==> src/rtl/scrd_pkg.sv <==
// Shared types, constants and register codes for the stick radial deadzone block.
package scrd_pkg;

    // Defaults for the top-level parameters
    localparam int RAW_BITS_DEF = 12;
    localparam int OUT_FRAC_DEF = 15;

    // Fixed field widths
    localparam int RAW_W      = 12;
    localparam int CAL_W      = 16;
    localparam int ZONE_W     = 16;
    localparam int OUT_W      = 16;
    localparam int QDIV_BITS  = 16;
    localparam int FRAC_W     = QDIV_BITS + 1;
    localparam int SUM_W      = 2 * FRAC_W;
    localparam int MAG_W      = FRAC_W;
    localparam int DEN_W      = MAG_W + QDIV_BITS;
    localparam int CFG_IDX_W  = 3;
    localparam int CFG_DATA_W = 16;
    localparam int FIFO_DEPTH = 4;

    localparam logic [FRAC_W-1:0] FRAC_ONE = FRAC_W'(1) << QDIV_BITS;

    // Register reset values
    localparam logic [CAL_W-1:0]  CAL_LOW_RST = 16'd0;
    localparam logic [CAL_W-1:0]  CAL_MID_RST = 16'd2048;
    localparam logic [CAL_W-1:0]  CAL_TOP_RST = 16'd4095;
    localparam logic [ZONE_W-1:0] INNER_RST   = 16'd9830;
    localparam logic [ZONE_W-1:0] OUTER_RST   = 16'd6554;

    typedef enum logic [CFG_IDX_W-1:0] {
        REG_X_LOW = 3'd0,
        REG_X_MID = 3'd1,
        REG_X_TOP = 3'd2,
        REG_Y_LOW = 3'd3,
        REG_Y_MID = 3'd4,
        REG_Y_TOP = 3'd5,
        REG_INNER = 3'd6,
        REG_OUTER = 3'd7
    } cfg_reg_e;

    typedef struct packed {
        logic [RAW_W-1:0] raw_x;
        logic [RAW_W-1:0] raw_y;
    } sample_t;

    typedef struct packed {
        logic signed [OUT_W-1:0] out_x;
        logic signed [OUT_W-1:0] out_y;
        logic                    in_deadzone;
    } result_t;

    // Calibration as seen by both halves
    typedef struct packed {
        logic [CAL_W-1:0]  x_low;
        logic [CAL_W-1:0]  x_mid;
        logic [CAL_W-1:0]  x_top;
        logic [CAL_W-1:0]  y_low;
        logic [CAL_W-1:0]  y_mid;
        logic [CAL_W-1:0]  y_top;
        logic [ZONE_W-1:0] inner_zone;
        logic [ZONE_W-1:0] outer_zone;
    } cal_t;

    // Normalized vector handed from front to back
    typedef struct packed {
        logic [FRAC_W-1:0] fx;
        logic              nx;
        logic [FRAC_W-1:0] fy;
        logic              ny;
        logic [MAG_W-1:0]  mag;
    } vec_t;

endpackage

==> src/rtl/scrd_fifo.sv <==
// Small register queue with count-based full and empty flags.
module scrd_fifo
    import scrd_pkg::*;
#(
    parameter int WIDTH = 8,
    parameter int DEPTH = FIFO_DEPTH
)
(
    input  logic             clk,
    input  logic             rst_n,
    input  logic             push,
    input  logic [WIDTH-1:0] din,
    output logic             full,
    input  logic             pop,
    output logic [WIDTH-1:0] dout,
    output logic             empty
);

    localparam int AW = (DEPTH > 1) ? $clog2(DEPTH) : 1;

    logic [WIDTH-1:0] mem_reg [DEPTH];
    logic [AW-1:0]    wr_ptr_reg, wr_ptr_next;
    logic [AW-1:0]    rd_ptr_reg, rd_ptr_next;
    logic [AW:0]      count_reg, count_next;
    logic             do_push, do_pop;

    assign full    = (count_reg == (AW+1)'(DEPTH));
    assign empty   = (count_reg == '0);
    assign do_push = push && !full;
    assign do_pop  = pop && !empty;
    assign dout    = mem_reg[rd_ptr_reg];

    // Advance pointers and count
    always_comb
    begin
        wr_ptr_next = wr_ptr_reg;
        rd_ptr_next = rd_ptr_reg;
        count_next  = count_reg;
        if (do_push)
        begin
            wr_ptr_next = (wr_ptr_reg == AW'(DEPTH - 1)) ? '0 : wr_ptr_reg + 1'b1;
        end
        if (do_pop)
        begin
            rd_ptr_next = (rd_ptr_reg == AW'(DEPTH - 1)) ? '0 : rd_ptr_reg + 1'b1;
        end
        if (do_push && !do_pop)
        begin
            count_next = count_reg + 1'b1;
        end
        else if (do_pop && !do_push)
        begin
            count_next = count_reg - 1'b1;
        end
    end

    always_ff @(posedge clk or negedge rst_n)
    begin
        if (!rst_n)
        begin
            wr_ptr_reg <= '0;
            rd_ptr_reg <= '0;
            count_reg  <= '0;
        end
        else
        begin
            wr_ptr_reg <= wr_ptr_next;
            rd_ptr_reg <= rd_ptr_next;
            count_reg  <= count_next;
        end
    end

    // Store the incoming beat
    always_ff @(posedge clk)
    begin
        if (do_push)
        begin
            mem_reg[wr_ptr_reg] <= din;
        end
    end

endmodule

==> config.mk <==
export PLATFORM = sky130hd
export DESIGN_NAME = scrd_fifo
export DESIGN_NICKNAME = d
export VERILOG_FILES = /design/src/rtl/scrd_pkg.sv /design/src/rtl/scrd_fifo.sv
export SDC_FILE = /design/constraint.sdc
export NUM_CORES = 1
export LEC_CHECK = 0
export BUFFER_PORTS_ARGS = -buffer_cell sky130_fd_sc_hd__buf_2
export CAP_MARGIN = 20
export CELL_PAD_IN_SITES_DETAIL_PLACEMENT = 0
export CELL_PAD_IN_SITES_GLOBAL_PLACEMENT = 1
export CORE_MARGIN = 2
export CORE_UTILIZATION = 48
export DETAILED_ROUTE_END_ITERATION = 10
export GPL_ROUTABILITY_DRIVEN = 0
export PLACE_DENSITY_LB_ADDON = 0.1
export RECOVER_POWER = 100
export SLEW_MARGIN = 0
export SYNTH_ARGS = -nofsm -noshare
export SYNTH_HDL_FRONTEND = slang
export SYNTH_SLANG_ARGS = --single-unit
export TNS_END_PERCENT = 20
==> constraint.sdc <==
create_clock -name clk -period 2.3 [get_ports clk]
set_input_delay 0.23 -clock clk [delete_from_list [all_inputs] [get_ports clk]]
set_output_delay 0.23 -clock clk [all_outputs]
set_load 0.05 [all_outputs]
==> results_dict.tcl, run 1 <==
set metrics [dict create \
    grtUsageMet3 0.0489 \
    routedWlPerCell_um 15.0 \
    cts_htree_levels 2 \
    setup-tns-final_ps 0 \
    max_clock_freq_ghz 0.465 \
    first_global_vias 794 \
    regToRegSetupSlack_ps 300 \
    period_share 0.936 \
    area_delta_synth_final_pct 12.4 \
    port_buffers 21 \
    reg2regPathDepth 8 \
    met2_usage 0.227 \
    layout.nets 125 \
    cts-resized-gates 0 \
    met1_usage 0.159 \
    synth_area_leader_cell "edfxtp_1" \
    critPathCaptureType "primary output" \
    drive_above_1_share 0.290 \
    die_w_um 62.1 \
    power.leakage_nw 0.656 \
    holdPathStages 1 \
    pre_cts_slack_ps 310 \
    ioPinCount 22 \
    dieArea_sq_um 3860 \
    cellPowerDensity_nw_per_um2 1420 \
    clock_latency_ps 330 \
    crit_fanout 11 \
    rsz0062_at_grt "false" \
    r2r-start "count_reg[0]" \
    dp_hpwl_um 1610 \
    holdBufCountCts 1 \
    required_ps 2070 \
    cap_violations 0 \
    max-vdd-ir-drop_mv 0.602 \
    grt_pass1_wl_um 3840 \
    layout_min_cycle_time_ps 2150 \
    yosys_warnings 0 \
    largest_register_ffs 32 \
    dr.pass1.iters 4 \
    drc_errors 0 \
    cts_max_path_buffers 2 \
    timing.hold.ws_ps 144 \
    critPathArrivalTime_ps 1920 \
    cpPeakStageDelay_ps 750 \
    clock-sinks 39 \
    synth.most_common_cell "edfxtp_1" \
    path_cells "mux4_2 -> clkbuf_2" \
    viasPerCell 4.86 \
    synth_top_area_frac 0.593 \
    antenna_found_initial 0 \
    start_util 0.493 \
    setup_viol 0 \
    grt_max_degree 13 \
    power_mw 2.58 \
    root_buffer "clkbuf_4" \
    synth_area_leaders "edfxtp_1 59%, mux4_2 11%, dfrtp_1 11%, ha_1 4.6%, mux2_2 2.1%" \
    cp_slowest_cell "dfrtp_1" \
    netlist_area_sq_um 1620 \
    diodes 0 \
    synthTopCellsByCount "32 x edfxtp_1, 8 x mux4_2, 7 x dfrtp_1, 6 x ha_1, 4 x and2_2" \
    fin_area_sq_um 1820 \
    grtUsageTotal 0.136 \
    grt-ovfl-total 0 \
    drtIter0Drc 10 \
    ant_nets 0 \
    ys_seq_area_frac 0.701 \
    tightest_slew_ps 639 \
    timing.final.ws_setup_ps 147 \
    async_flop_share 0.179 \
    relSlewSlack 0.574 \
    row_count 21 \
    ys_ff_latch 39 \
    num_vias 744 \
    hold_path_end "mem_reg[0][6]" \
    regToRegEndpoint "count_reg[2]" \
    top_usage_layer "met2" \
    synth_edf_count 32 \
    clock_skew_ps 14.5 \
    synth_cell_types 19 \
    startpoint_type "flop" \
    tritoncts "built" \
    status "finished clean" \
    min_path_type "in -> reg" \
    drv_slew 0 \
    postSynthCellCount 79 \
    die_h_um 62.1 \
    yosys_most_used_dff "edfxtp_1" \
    synth_nets 98 \
    core_area_sq_um 3280 \
    worstHoldStart "din[6]" \
    cts_setup_buffers 0 \
    wirelength_um 2300 \
    cts_buffers 5 \
    crit_type "reg -> out" \
    hold_viol 0 \
    clk_pin_slew_ps 110 \
    synth.avg_cell_area_sq_um 20.5 \
    fillers 277 \
    placed_cell_area_sq_um 1780 \
]
[per-layer routing]
| layer | up-vias | part of all wire | wire [um] |
|---|---|---|---|
| met5 | - | 0 | 0 |
| met1 | 362 | 0.41 | 943 |
| met2 | 21 | 0.52 | 1190 |
| met4 | 0 | 0.018 | 42 |
| li1 | 355 | - | - |
| met3 | 6 | 0.053 | 122 |
[final cells by class]
type	instances	area, sq um	share of cell area
sequential	39	1140	0.624
timing repair buffer	23	105	0.0577
clock buffer	7	45.0	0.0247
inverter	3	11.3	0.00618
multi-input combinational	34	437	0.240
tap	46	57.6	0.0316
clock inverter	1	30.0	0.0165
[logic make-up (layout without fill, tap and decap cells)]
kind of cell	count (synthesis)	count (layout)	share of synthesized area
simple gates	11	11	0.0541
xor+xnor	3	3	0.0162
mux	13	13	0.151
fa+ha+maj	7	7	0.0587
buf+inv	6	34	0.0193
flops	39	39	0.701
[through the flow]
step,cells,util
after floorplan,79,-
after global placement,144,0.542
after global routing,153,0.555
after CTS,153,0.568
after detailed placement,144,0.542
final,153,0.555
[power breakdown]
part / leakage, nW / switching [mW] / internal (mW) / total (mW)
clock: 0.0395 / 0.205 / 0.231 / 0.436
sequential: 0.375 / 0.161 / 0.956 / 1.12
combinational: 0.241 / 0.641 / 0.390 / 1.03
[how the worst max path moves through the flow]
stage / start / end / slack (ps)
after floorplan: count_reg[1] / count_reg[1] / 20
after global placement: count_reg[1] / count_reg[2] / 410
after detailed placement: count_reg[1] / count_reg[2] / 310
after CTS: rd_ptr_reg[0] / dout[1] / 120
after global routing: rd_ptr_reg[0] / dout[2] / 20
final: rd_ptr_reg[0] / dout[0] / 150
[worst max-delay path: cells and delay by family (launching register included)]
| family | cells | cell delay [ps] |
|---|---|---|
| flops | 1 | 750 |
| buf+inv | 1 | 250 |
| mux | 1 | 580 |
[cells in the final DEF, fill, tap and decap left out]
| cell type | n |
|---|---|
| clkbuf_4 | 5 |
| dfrtp_1 | 7 |
| clkbuf_1 | 14 |
| xor2_1 | 2 |
| clkbuf_2 | 7 |
| nor3_1 | 1 |
| edfxtp_1 | 32 |
| nor2b_2 | 1 |
| nor3b_1 | 1 |
| fa_1 | 1 |
| nand2b_4 | 1 |
| buf_2 | 3 |
| xnor2_1 | 1 |
| mux2_2 | 3 |
| nor2_1 | 3 |
| and2_0 | 4 |
| bufinv_16 | 1 |
| dlygate4sd3_1 | 1 |
| mux2_4 | 2 |
| ha_1 | 6 |
| inv_1 | 3 |
| mux4_2 | 8 |
No activity file was read; power rests on OpenSTA's default activity.
==> inputs of run 2 (changes only) <==
CORE_MARGIN = 3   (was 2)
==> results_dict.tcl, run 2 (same netlist as run 1, synthesis figures left out) <==
set metrics [dict create \
    timing.hold.ws_ps 158 \
    fin_area_sq_um 1790 \
    port_buffers 21 \
    antenna_found_initial 0 \
    final_util 0.574 \
    grtUsageTotal 0.134 \
    drv_slew 0 \
    netSwitchingFraction 0.406 \
    row_count 20 \
    diodes 0 \
    setup-tns-final_ps 0 \
    final_cell_mix "32 x edfxtp_1, 14 x clkbuf_1, 8 x mux4_2" \
    clock_latency_ps 330 \
    area_delta_synth_final_pct 10.7 \
    die_h_um 64.1 \
    p_int_mw 1.47 \
    regToRegEndpoint "count_reg[2]" \
    min_path_type "in -> reg" \
    netSwitchingPower_mw 1.00 \
    rsz0062_at_grt "false" \
    layout.nets 125 \
    ioPinCount 22 \
    r2r-start "count_reg[0]" \
    dieArea_sq_um 4110 \
    crit_path_end "dout[6]" \
    critPathArrivalTime_ps 1890 \
    dp.cells 142 \
    timing.final.ws_setup_ps 183 \
    drive_above_1_share 0.290 \
    drc_errors 0 \
    p_comb_frac 0.419 \
    cts_htree_levels 2 \
    setup_viol 0 \
    placed_cell_area_sq_um 1780 \
    final_common_cell "edfxtp_1" \
    required_ps 2070 \
    status "finished clean" \
    cap_violations 0 \
    fillers 271 \
    cts_setup_buffers 0 \
    tightest_slew_ps 642 \
    power.leakage_nw 0.645 \
    viasPerCell 5.01 \
    period_share 0.920 \
    critPathCaptureType "primary output" \
    crit_fanout 11 \
    crit_type "reg -> out" \
    first_global_vias 798 \
    layout_min_cycle_time_ps 2120 \
    drtIter0Drc 29 \
    num_vias 757 \
    routedWlPerCell_um 15.4 \
    startpoint_type "flop" \
    dp_hpwl_um 1690 \
    fin_cells 151 \
    hold_viol 0 \
    clock-sinks 39 \
    clk_pin_slew_ps 100 \
    ant_nets 0 \
    pwr-share-seq 0.452 \
    grt_pass1_wl_um 3910 \
    start_util 0.518 \
    cts_buffers 5 \
    wirelength_um 2330 \
    max-vdd-ir-drop_mv 0.590 \
    largest_register_ffs 32 \
    relSlewSlack 0.572 \
    reg2regPathDepth 8 \
    max_clock_freq_ghz 0.472 \
    cellPowerDensity_nw_per_um2 1370 \
    clock_skew_ps 4.99 \
    crit_path_start "rd_ptr_reg[0]" \
    grt-ovfl-total 0 \
    pre_cts_slack_ps 345 \
    grt_max_degree 12 \
    tritoncts "built" \
    root_buffer "clkbuf_4" \
    regToRegSetupSlack_ps 350 \
    die_w_um 64.1 \
    core_area_sq_um 3130 \
    clock_power_share 0.129 \
    cts_max_path_buffers 2 \
    dr.pass1.iters 4 \
    power_mw 2.47 \
]
[run 2: cell types whose count changed in the layout (fill, tap and decap cells not counted)]
cell,before,now
buf_2,3,4
bufinv_16,1,0
clkinv_2,0,1
clkbuf_2,7,6
[run 2: layer usage]
layer	part of all wire	track usage	routed length [um]
met2	0.50	0.210	1170
met4	0.020	0.0660	47
met1	0.42	0.166	976
met5	0	0	0
met3	0.058	0.0475	135
[run 2: layout make-up]
class	instances	area, sq um	share of cell area
inverters	3	11.3	0.00628
flip-flops and latches	39	1140	0.633
clock buffers	7	45.0	0.0251
repair buffers	23	105	0.0586
clock inverters	1	5.00	0.00279
multi-input cells	34	437	0.243
well taps	44	55.1	0.0307
[run 2: repair_timing]
item	in CTS	in global routing
hold buffers	1	0
resized for setup	0	0
hold endpoints to repair	7	0
[run 2: power groups by stage]
stage	sequential (mW)	combinational, mW	clock, mW
2_1_floorplan	1.06	0.955	0
3_3_place_gp	1.15	1.06	0
3_5_place_dp	1.16	1.08	0
4_1_cts	1.14	1.08	0.336
5_1_grt	1.15	1.11	0.370
6_report	1.11	1.03	0.318
[run 2: worst max-delay path: stages (launching register included)]
cell and delay (ps):
dfrtp_1 730, mux4_2 580, clkbuf_2 250
[run 2: how the worst min path moves through the flow]
stage	end	slack (ps)	startpoint	depth (start not counted)
global placement	count_reg[0]	70	rst_n	1
floorplan	count_reg[0]	-70	rst_n	0
finish	mem_reg[2][0]	160	din[0]	1
detailed placement	count_reg[1]	80	rst_n	1
CTS	mem_reg[3][7]	90	din[7]	1
global route	mem_reg[0][2]	150	din[2]	1
