### src/rtl/scrd_pkg.sv
// Shared types, constants and register codes for the stick radial deadzone block.
package scrd_pkg;

    // Defaults for the top-level parameters
    localparam int RAW_BITS_DEF = 12;
    localparam int OUT_FRAC_DEF = 15;

    // Fixed field widths
    localparam int RAW_W      = 12;
    localparam int CAL_W      = 16;
    localparam int ZONE_W     = 16;
    localparam int OUT_W      = 16;
    localparam int QDIV_BITS  = 16;
    localparam int FRAC_W     = QDIV_BITS + 1;
    localparam int SUM_W      = 2 * FRAC_W;
    localparam int MAG_W      = FRAC_W;
    localparam int DEN_W      = MAG_W + QDIV_BITS;
    localparam int CFG_IDX_W  = 3;
    localparam int CFG_DATA_W = 16;
    localparam int FIFO_DEPTH = 4;

    localparam logic [FRAC_W-1:0] FRAC_ONE = FRAC_W'(1) << QDIV_BITS;

    // Register reset values
    localparam logic [CAL_W-1:0]  CAL_LOW_RST = 16'd0;
    localparam logic [CAL_W-1:0]  CAL_MID_RST = 16'd2048;
    localparam logic [CAL_W-1:0]  CAL_TOP_RST = 16'd4095;
    localparam logic [ZONE_W-1:0] INNER_RST   = 16'd9830;
    localparam logic [ZONE_W-1:0] OUTER_RST   = 16'd6554;

    typedef enum logic [CFG_IDX_W-1:0] {
        REG_X_LOW = 3'd0,
        REG_X_MID = 3'd1,
        REG_X_TOP = 3'd2,
        REG_Y_LOW = 3'd3,
        REG_Y_MID = 3'd4,
        REG_Y_TOP = 3'd5,
        REG_INNER = 3'd6,
        REG_OUTER = 3'd7
    } cfg_reg_e;

    typedef struct packed {
        logic [RAW_W-1:0] raw_x;
        logic [RAW_W-1:0] raw_y;
    } sample_t;

    typedef struct packed {
        logic signed [OUT_W-1:0] out_x;
        logic signed [OUT_W-1:0] out_y;
        logic                    in_deadzone;
    } result_t;

    // Calibration as seen by both halves
    typedef struct packed {
        logic [CAL_W-1:0]  x_low;
        logic [CAL_W-1:0]  x_mid;
        logic [CAL_W-1:0]  x_top;
        logic [CAL_W-1:0]  y_low;
        logic [CAL_W-1:0]  y_mid;
        logic [CAL_W-1:0]  y_top;
        logic [ZONE_W-1:0] inner_zone;
        logic [ZONE_W-1:0] outer_zone;
    } cal_t;

    // Normalized vector handed from front to back
    typedef struct packed {
        logic [FRAC_W-1:0] fx;
        logic              nx;
        logic [FRAC_W-1:0] fy;
        logic              ny;
        logic [MAG_W-1:0]  mag;
    } vec_t;

endpackage

### src/rtl/scrd_front.sv
// Front half: clamp, per-axis normalize by pipelined division, radial magnitude.
module scrd_front
    import scrd_pkg::*;
#(
    parameter int RAW_BITS = RAW_BITS_DEF
)
(
    input  logic    clk,
    input  logic    rst_n,
    input  logic    in_valid,
    input  sample_t in_data,
    output logic    in_ready,
    input  cal_t    cal,
    output logic    out_valid,
    output vec_t    out_data,
    input  logic    out_full
);

    localparam int NDIV    = QDIV_BITS;
    localparam int NSQ     = MAG_W;
    localparam int ST_SQ   = NDIV + 1;
    localparam int ST_LAST = ST_SQ + NSQ;
    localparam int NF      = ST_LAST + 1;

    logic [NF-1:0] v_reg;
    logic          en;

    logic [RAW_BITS-1:0] raw_v [2];
    logic [RAW_BITS-1:0] lo_v  [2];
    logic [RAW_BITS-1:0] mid_v [2];
    logic [RAW_BITS-1:0] hi_v  [2];

    logic [RAW_BITS-1:0] clamp_c [2];
    logic [RAW_BITS-1:0] d_c     [2];
    logic [RAW_BITS-1:0] span_c  [2];
    logic                zero_c  [2];
    logic                sat_c   [2];
    logic                neg_c   [2];

    // Divider pipeline, index 0 is the prep stage
    logic [RAW_BITS-1:0]  rem_reg  [2][NDIV+1];
    logic [RAW_BITS-1:0]  span_reg [2][NDIV+1];
    logic [QDIV_BITS-1:0] q_reg    [2][NDIV+1];
    logic                 zero_reg [2][NDIV+1];
    logic                 sat_reg  [2][NDIV+1];
    logic                 neg_reg  [2][NDIV+1];
    logic [RAW_BITS:0]    dsh_c    [2][NDIV+1];
    logic                 dbit_c   [2][NDIV+1];
    logic [RAW_BITS-1:0]  rem_next [2][NDIV+1];

    logic [FRAC_W-1:0] f_c  [2];
    logic              ng_c [2];
    logic [SUM_W-1:0]  sq_c [2];
    logic [SUM_W-1:0]  sum_c;

    // Square-root pipeline, index 0 is the sum-of-squares stage
    logic [FRAC_W-1:0] f_reg     [2][NSQ+1];
    logic              ng_reg    [2][NSQ+1];
    logic [SUM_W-1:0]  rad_reg   [NSQ+1];
    logic [MAG_W-1:0]  root_reg  [NSQ+1];
    logic [SUM_W:0]    trial_c   [NSQ+1];
    logic              take_c    [NSQ+1];
    logic [SUM_W-1:0]  rad_next  [NSQ+1];
    logic [MAG_W-1:0]  root_next [NSQ+1];

    assign en       = !v_reg[ST_LAST] || !out_full;
    assign in_ready = en;

    assign raw_v[0] = RAW_BITS'(in_data.raw_x);
    assign raw_v[1] = RAW_BITS'(in_data.raw_y);
    assign lo_v[0]  = cal.x_low[RAW_BITS-1:0];
    assign lo_v[1]  = cal.y_low[RAW_BITS-1:0];
    assign mid_v[0] = cal.x_mid[RAW_BITS-1:0];
    assign mid_v[1] = cal.y_mid[RAW_BITS-1:0];
    assign hi_v[0]  = cal.x_top[RAW_BITS-1:0];
    assign hi_v[1]  = cal.y_top[RAW_BITS-1:0];

    // Clamp, low bound first, then pick the side of center
    always_comb
    begin
        for (int a = 0; a < 2; a++)
        begin
            if (raw_v[a] < lo_v[a])
            begin
                clamp_c[a] = lo_v[a];
            end
            else if (raw_v[a] > hi_v[a])
            begin
                clamp_c[a] = hi_v[a];
            end
            else
            begin
                clamp_c[a] = raw_v[a];
            end
            if (clamp_c[a] >= mid_v[a])
            begin
                neg_c[a]  = 1'b0;
                zero_c[a] = (hi_v[a] <= mid_v[a]);
                d_c[a]    = clamp_c[a] - mid_v[a];
                span_c[a] = hi_v[a] - mid_v[a];
            end
            else
            begin
                neg_c[a]  = 1'b1;
                zero_c[a] = (lo_v[a] >= mid_v[a]);
                d_c[a]    = mid_v[a] - clamp_c[a];
                span_c[a] = mid_v[a] - lo_v[a];
            end
            // distance at or past the span saturates to one
            sat_c[a] = !zero_c[a] && (d_c[a] >= span_c[a]);
        end
    end

    // One restoring quotient bit per stage
    always_comb
    begin
        for (int a = 0; a < 2; a++)
        begin
            dsh_c[a][0]    = '0;
            dbit_c[a][0]   = 1'b0;
            rem_next[a][0] = '0;
            for (int k = 1; k <= NDIV; k++)
            begin
                dsh_c[a][k]  = {rem_reg[a][k-1], 1'b0};
                dbit_c[a][k] = (dsh_c[a][k] >= {1'b0, span_reg[a][k-1]});
                rem_next[a][k] = dbit_c[a][k]
                    ? RAW_BITS'(dsh_c[a][k] - {1'b0, span_reg[a][k-1]})
                    : RAW_BITS'(dsh_c[a][k]);
            end
        end
    end

    // Form the Q1.16 fraction and square it
    always_comb
    begin
        for (int a = 0; a < 2; a++)
        begin
            if (zero_reg[a][NDIV])
            begin
                f_c[a] = '0;
            end
            else if (sat_reg[a][NDIV])
            begin
                f_c[a] = FRAC_ONE;
            end
            else
            begin
                f_c[a] = {1'b0, q_reg[a][NDIV]};
            end
            ng_c[a] = neg_reg[a][NDIV] && (f_c[a] != '0);
            sq_c[a] = f_c[a] * f_c[a];
        end
        sum_c = sq_c[0] + sq_c[1];
    end

    // One root bit per stage, remainder form
    always_comb
    begin
        trial_c[0]   = '0;
        take_c[0]    = 1'b0;
        rad_next[0]  = '0;
        root_next[0] = '0;
        for (int j = 1; j <= NSQ; j++)
        begin
            trial_c[j] = ((SUM_W+1)'(root_reg[j-1]) << (NSQ - j + 1))
                       + ((SUM_W+1)'(1) << (2 * (NSQ - j)));
            take_c[j]  = (trial_c[j] <= {1'b0, rad_reg[j-1]});
            rad_next[j] = take_c[j] ? SUM_W'({1'b0, rad_reg[j-1]} - trial_c[j])
                                    : rad_reg[j-1];
            root_next[j] = take_c[j] ? (root_reg[j-1] | (MAG_W'(1) << (NSQ - j)))
                                     : root_reg[j-1];
        end
    end

    // Advance valid bits
    always_ff @(posedge clk or negedge rst_n)
    begin
        if (!rst_n)
        begin
            v_reg <= '0;
        end
        else if (en)
        begin
            v_reg <= {v_reg[NF-2:0], in_valid};
        end
    end

    // Advance payload
    always_ff @(posedge clk)
    begin
        if (en)
        begin
            for (int a = 0; a < 2; a++)
            begin
                rem_reg[a][0]  <= d_c[a];
                span_reg[a][0] <= span_c[a];
                q_reg[a][0]    <= '0;
                zero_reg[a][0] <= zero_c[a];
                sat_reg[a][0]  <= sat_c[a];
                neg_reg[a][0]  <= neg_c[a];
                for (int k = 1; k <= NDIV; k++)
                begin
                    rem_reg[a][k]  <= rem_next[a][k];
                    span_reg[a][k] <= span_reg[a][k-1];
                    q_reg[a][k]    <= {q_reg[a][k-1][QDIV_BITS-2:0], dbit_c[a][k]};
                    zero_reg[a][k] <= zero_reg[a][k-1];
                    sat_reg[a][k]  <= sat_reg[a][k-1];
                    neg_reg[a][k]  <= neg_reg[a][k-1];
                end
                f_reg[a][0]  <= f_c[a];
                ng_reg[a][0] <= ng_c[a];
                for (int j = 1; j <= NSQ; j++)
                begin
                    f_reg[a][j]  <= f_reg[a][j-1];
                    ng_reg[a][j] <= ng_reg[a][j-1];
                end
            end
            rad_reg[0]  <= sum_c;
            root_reg[0] <= '0;
            for (int j = 1; j <= NSQ; j++)
            begin
                rad_reg[j]  <= rad_next[j];
                root_reg[j] <= root_next[j];
            end
        end
    end

    assign out_valid   = v_reg[ST_LAST];
    assign out_data.fx  = f_reg[0][NSQ];
    assign out_data.nx  = ng_reg[0][NSQ];
    assign out_data.fy  = f_reg[1][NSQ];
    assign out_data.ny  = ng_reg[1][NSQ];
    assign out_data.mag = root_reg[NSQ];

endmodule

### config.mk
export PLATFORM = sky130hd
export DESIGN_NAME = scrd_front
export DESIGN_NICKNAME = d
export VERILOG_FILES = /design/src/rtl/scrd_pkg.sv /design/src/rtl/scrd_front.sv
export SDC_FILE = /design/constraint.sdc
export NUM_CORES = 2
export LEC_CHECK = 0
export ABC_AREA = 1
export BUFFER_PORTS_ARGS = -buffer_cell sky130_fd_sc_hd__clkbuf_2
export CAP_MARGIN = 20
export CORE_MARGIN = 4
export CORE_UTILIZATION = 46
export DETAILED_ROUTE_END_ITERATION = 12
export GPL_TIMING_DRIVEN = 0
export RECOVER_POWER = 25
export SYNTH_ARGS = -nofsm -noshare
export SYNTH_HDL_FRONTEND = slang
export SYNTH_SLANG_ARGS = --single-unit
### constraint.sdc
create_clock -name clk -period 217.5 [get_ports clk]
set_input_delay 10.875 -clock clk [delete_from_list [all_inputs] [get_ports clk]]
set_output_delay 10.875 -clock clk [all_outputs]
set_load 0.02 [all_outputs]
==> results.json <==
{
  "io_buffer_count": 154,
  "detail_route.first_pass.iterations": 8,
  "fin_worst_hold_slack_ns": 0.390,
  "r2r_cells": 27,
  "post_cts_buffers": 0,
  "synth_area_sq_um": 144000,
  "wl_met2_um": 146000,
  "top_layer": "met5",
  "fmax_mhz": 40.3,
  "muxShareOfSynthArea_pct": 0.00782,
  "ys_seq_elements": 2556,
  "drive_gt1_share_pct": 7.34,
  "ff_latch_area_sq_um": 76600,
  "critical_path.top_delay_family": "buffers and inverters",
  "synth_edf_count": 2521,
  "slowest_stage": "buf_2",
  "die_h_um": 568,
  "rrSetupSlack_ns": 208.61,
  "dieWidth_um": 568,
  "postRouteAntennaNets": 0,
  "syn_inst": 14066,
  "status": "finished clean",
  "worst-path-buf-inv": 9,
  "max_slew_margin_pct": 22.7,
  "fp.dieArea_sq_um": 322000,
  "cp-endpoint": "in_ready",
  "crit_top_cell": "buf_12",
  "wl_per_cell_um": 16.2,
  "final_net_count": 16181,
  "worst-setup-path-type": "in2out",
  "worst_slack_ns": 192.70,
  "synth_top_family_by_area": "simple AND/OR/NAND/NOR gates",
  "preCtsSetupSlack_ns": 192.65,
  "crit_required_ns": 206.62,
  "drc_errors": 0,
  "hold_viol": 0,
  "synth.top_cell.area_share_pct": 52.6,
  "cts_buffers": 289,
  "max_stage_delay_ns": 0.73,
  "insertion_delay_ns": 0.91,
  "tritoncts": "yes",
  "synth_fa_ha_area_share_pct": 14.7,
  "synth_xor_area_share_pct": 2.40,
  "multi_input_area_sq_um": 56500,
  "grt_usage_pct": 19.1,
  "crit_chain": "clkbuf_2 -> nand2_1 -> buf_1 -> buf_2 -> buf_12 -> buf_12 -> buf_12 -> buf_12 -> buf_12 -> clkbuf_2",
  "num_rows": 205,
  "yosys.area_share.simple_pct": 16.4,
  "maxCapViolations": 0,
  "finalCritPeriodShare_pct": 11.4,
  "largest_reg_flops": 612,
  "grt_pass1_vias": 93902,
  "grt_setup_unrepaired": "false",
  "path_depth": 10,
  "totalWireLength_um": 307000,
  "m1WireLength_um": 137000,
  "h-tree-depth": 5,
  "reg2reg_from": "sat_reg[1][0]",
  "synth_ff_type": "edfxtp_1",
  "cts-hold-fix-buffers": 0,
  "cts_sinks": 2556,
  "grt_start_max_net_pins": 46,
  "syn_to_final_growth_pct": 11.8,
  "overflow": 0,
  "drv_slew": 0,
  "io_pins": 211,
  "fin_tns_setup_ns": 0,
  "finClkSkew_ns": 0.0638,
  "critPathArrivalTime_ns": 13.93,
  "initial_core_util_pct": 46.2,
  "yosys_warnings": 0,
  "tightest_slew_ns": 1.16,
  "critical_path.endpoint_type": "output pin",
  "syn_area_per_cell_sq_um": 10.2,
  "postSynth.asyncResetShare_pct": 1.37,
  "period_minus_slack_ns": 24.80,
  "wl_met3_um": 15800,
  "worst_setup_path_start_kind": "input pin",
  "min_path_type": "reg2reg",
  "finalWeightedCongestion": 0.929,
  "num-fill-cells": 28195,
  "clk_pin_slew_ns": 0.06,
  "synth_seq_area_share_pct": 53.2,
  "clock_tree.root_cell": "clkbuf_16",
  "critPathLaunch": "out_full",
  "ys_types": 69,
  "reg2reg_to": "rad_reg[0][27]",
  "yosys.area.top_type": "edfxtp_1",
  "post-dp-hpwl_um": 244000,
  "finalSetupViolCount": 0,
  "design.core.area_sq_um": 312000,
  "clockBufferDepth": 4,
  "grt_pass1_wl_um": 497000,
  "crit_fanout": 42,
  "synth-compound-area-share_pct": 5.67,
  "avgViaCountPerCell": 4.94,
  "grt_antenna_before_repair": 5,
  "drtIter0Drc": 5668,
  "cts_resized": 0,
  "vias": 93870,
  "synthTopCellsByArea": "edfxtp_1, nand2_1, ha_1, fa_1, inv_1"
}
==> how the worst min path moves through the flow <==
stage	startpoint	endpoint	slack, ns	cells past startpoint
global placement	f_reg[0][140]	f_reg[0][123]	0.40	0
CTS	f_reg[1][253]	f_reg[1][236]	0.38	0
floorplan	f_reg[0][17]	f_reg[0][0]	0.40	0
global route	f_reg[1][204]	f_reg[1][187]	0.39	0
detailed placement	f_reg[0][129]	f_reg[0][112]	0.40	0
finish	f_reg[1][97]	f_reg[1][80]	0.39	0
==> Yosys cell counts, drive strengths merged (2+ instances only) <==
cell    instances
clkinv          6
and2            8
nand2        3077
nand3         770
a31oi          35
a211oi          5
nand3b         70
nor2b           3
o21bai         82
o211ai          6
ha            905
or2            23
a21o           31
nand4         300
a21boi         10
nor3b          11
o21ai         593
nor2         1036
nor4b          10
clkbuf         32
buf           154
dfrtp          35
and3            6
conb            2
a21oi         618
o21a           31
nor4           36
o31ai           4
inv          2613
nor3          143
edfxtp       2521
xor2          272
xnor2         123
fa            489
==> worst reg2reg max path, delay by kind of cell (launching register included) <==
kind	cells	cell delay, ns
DFF	1	0.38
buffers and inverters	8	1.20
AOI/OAI and AO/OA	1	0.22
and+or+nand+nor	9	2.28
adders and majority gates	9	4.57
==> area by class of cell <==
type,instances,share of cell area (%)
flip-flops and latches,2556,47.6
multi-input cells,8759,35.1
inverters,2619,6.11
clock buffers,334,4.66
well taps,4140,3.22
repair buffers,220,1.30
clock inverters,181,1.20
plain buffers,186,0.779
diodes,4,0.00622
==> metal layers <==
| metal | track usage [%] | vias to the layer above |
|---|---|---|
| li1 | - | 47620 |
| met1 | 25.5 | 43947 |
| met2 | 32.1 | 1827 |
| met3 | 2.96 | 474 |
| met4 | 5.67 | 2 |
| met5 | 0 | - |
==> kinds of logic (layout without fill, tap and decap cells) <==
logic type / after synthesis / count (layout)
buf+inv: 2805 / 3540
xor+xnor: 395 / 395
mux: 1 / 1
fa+ha+maj: 1394 / 1394
simple gates: 5495 / 5495
other cells: 2 / 60
compound gates: 1418 / 1418
flops: 2556 / 2556
==> cells in the final DEF, fill, tap and decap left out, drive strengths merged, types with 26 or more instances in the layout <==
master and instances:
ha 905, nor4 36, a21o 31, a21oi 618
o21ai 593, xor2 272, nand3b 70, fa 489
nor3 143, clkbuf 520, nand2 3077, o21bai 82
conb 56, nor2 1036, inv 2631, o21a 31
clkinv 135, edfxtp 2521, xnor2 123, dfrtp 35
nand4 300, nand3 770, a31oi 35, bufinv 26
buf 220
==> stage by stage <==
| stage | instances | util (%) | instance area (sq um) |
|---|---|---|---|
| after floorplan | 14120 | - | 144000 |
| after global placement | 18414 | 48.1 | 150000 |
| after detailed placement | 18480 | 48.6 | 151000 |
| after CTS | 18995 | 51.6 | 161000 |
| after global routing | 18997 | 51.6 | 161000 |
| final | 18999 | 51.6 | 161000 |
Power is left out: the tool's default activity adds up to more than one toggle a clock period on the data nets, which glitch-free logic cannot reach.
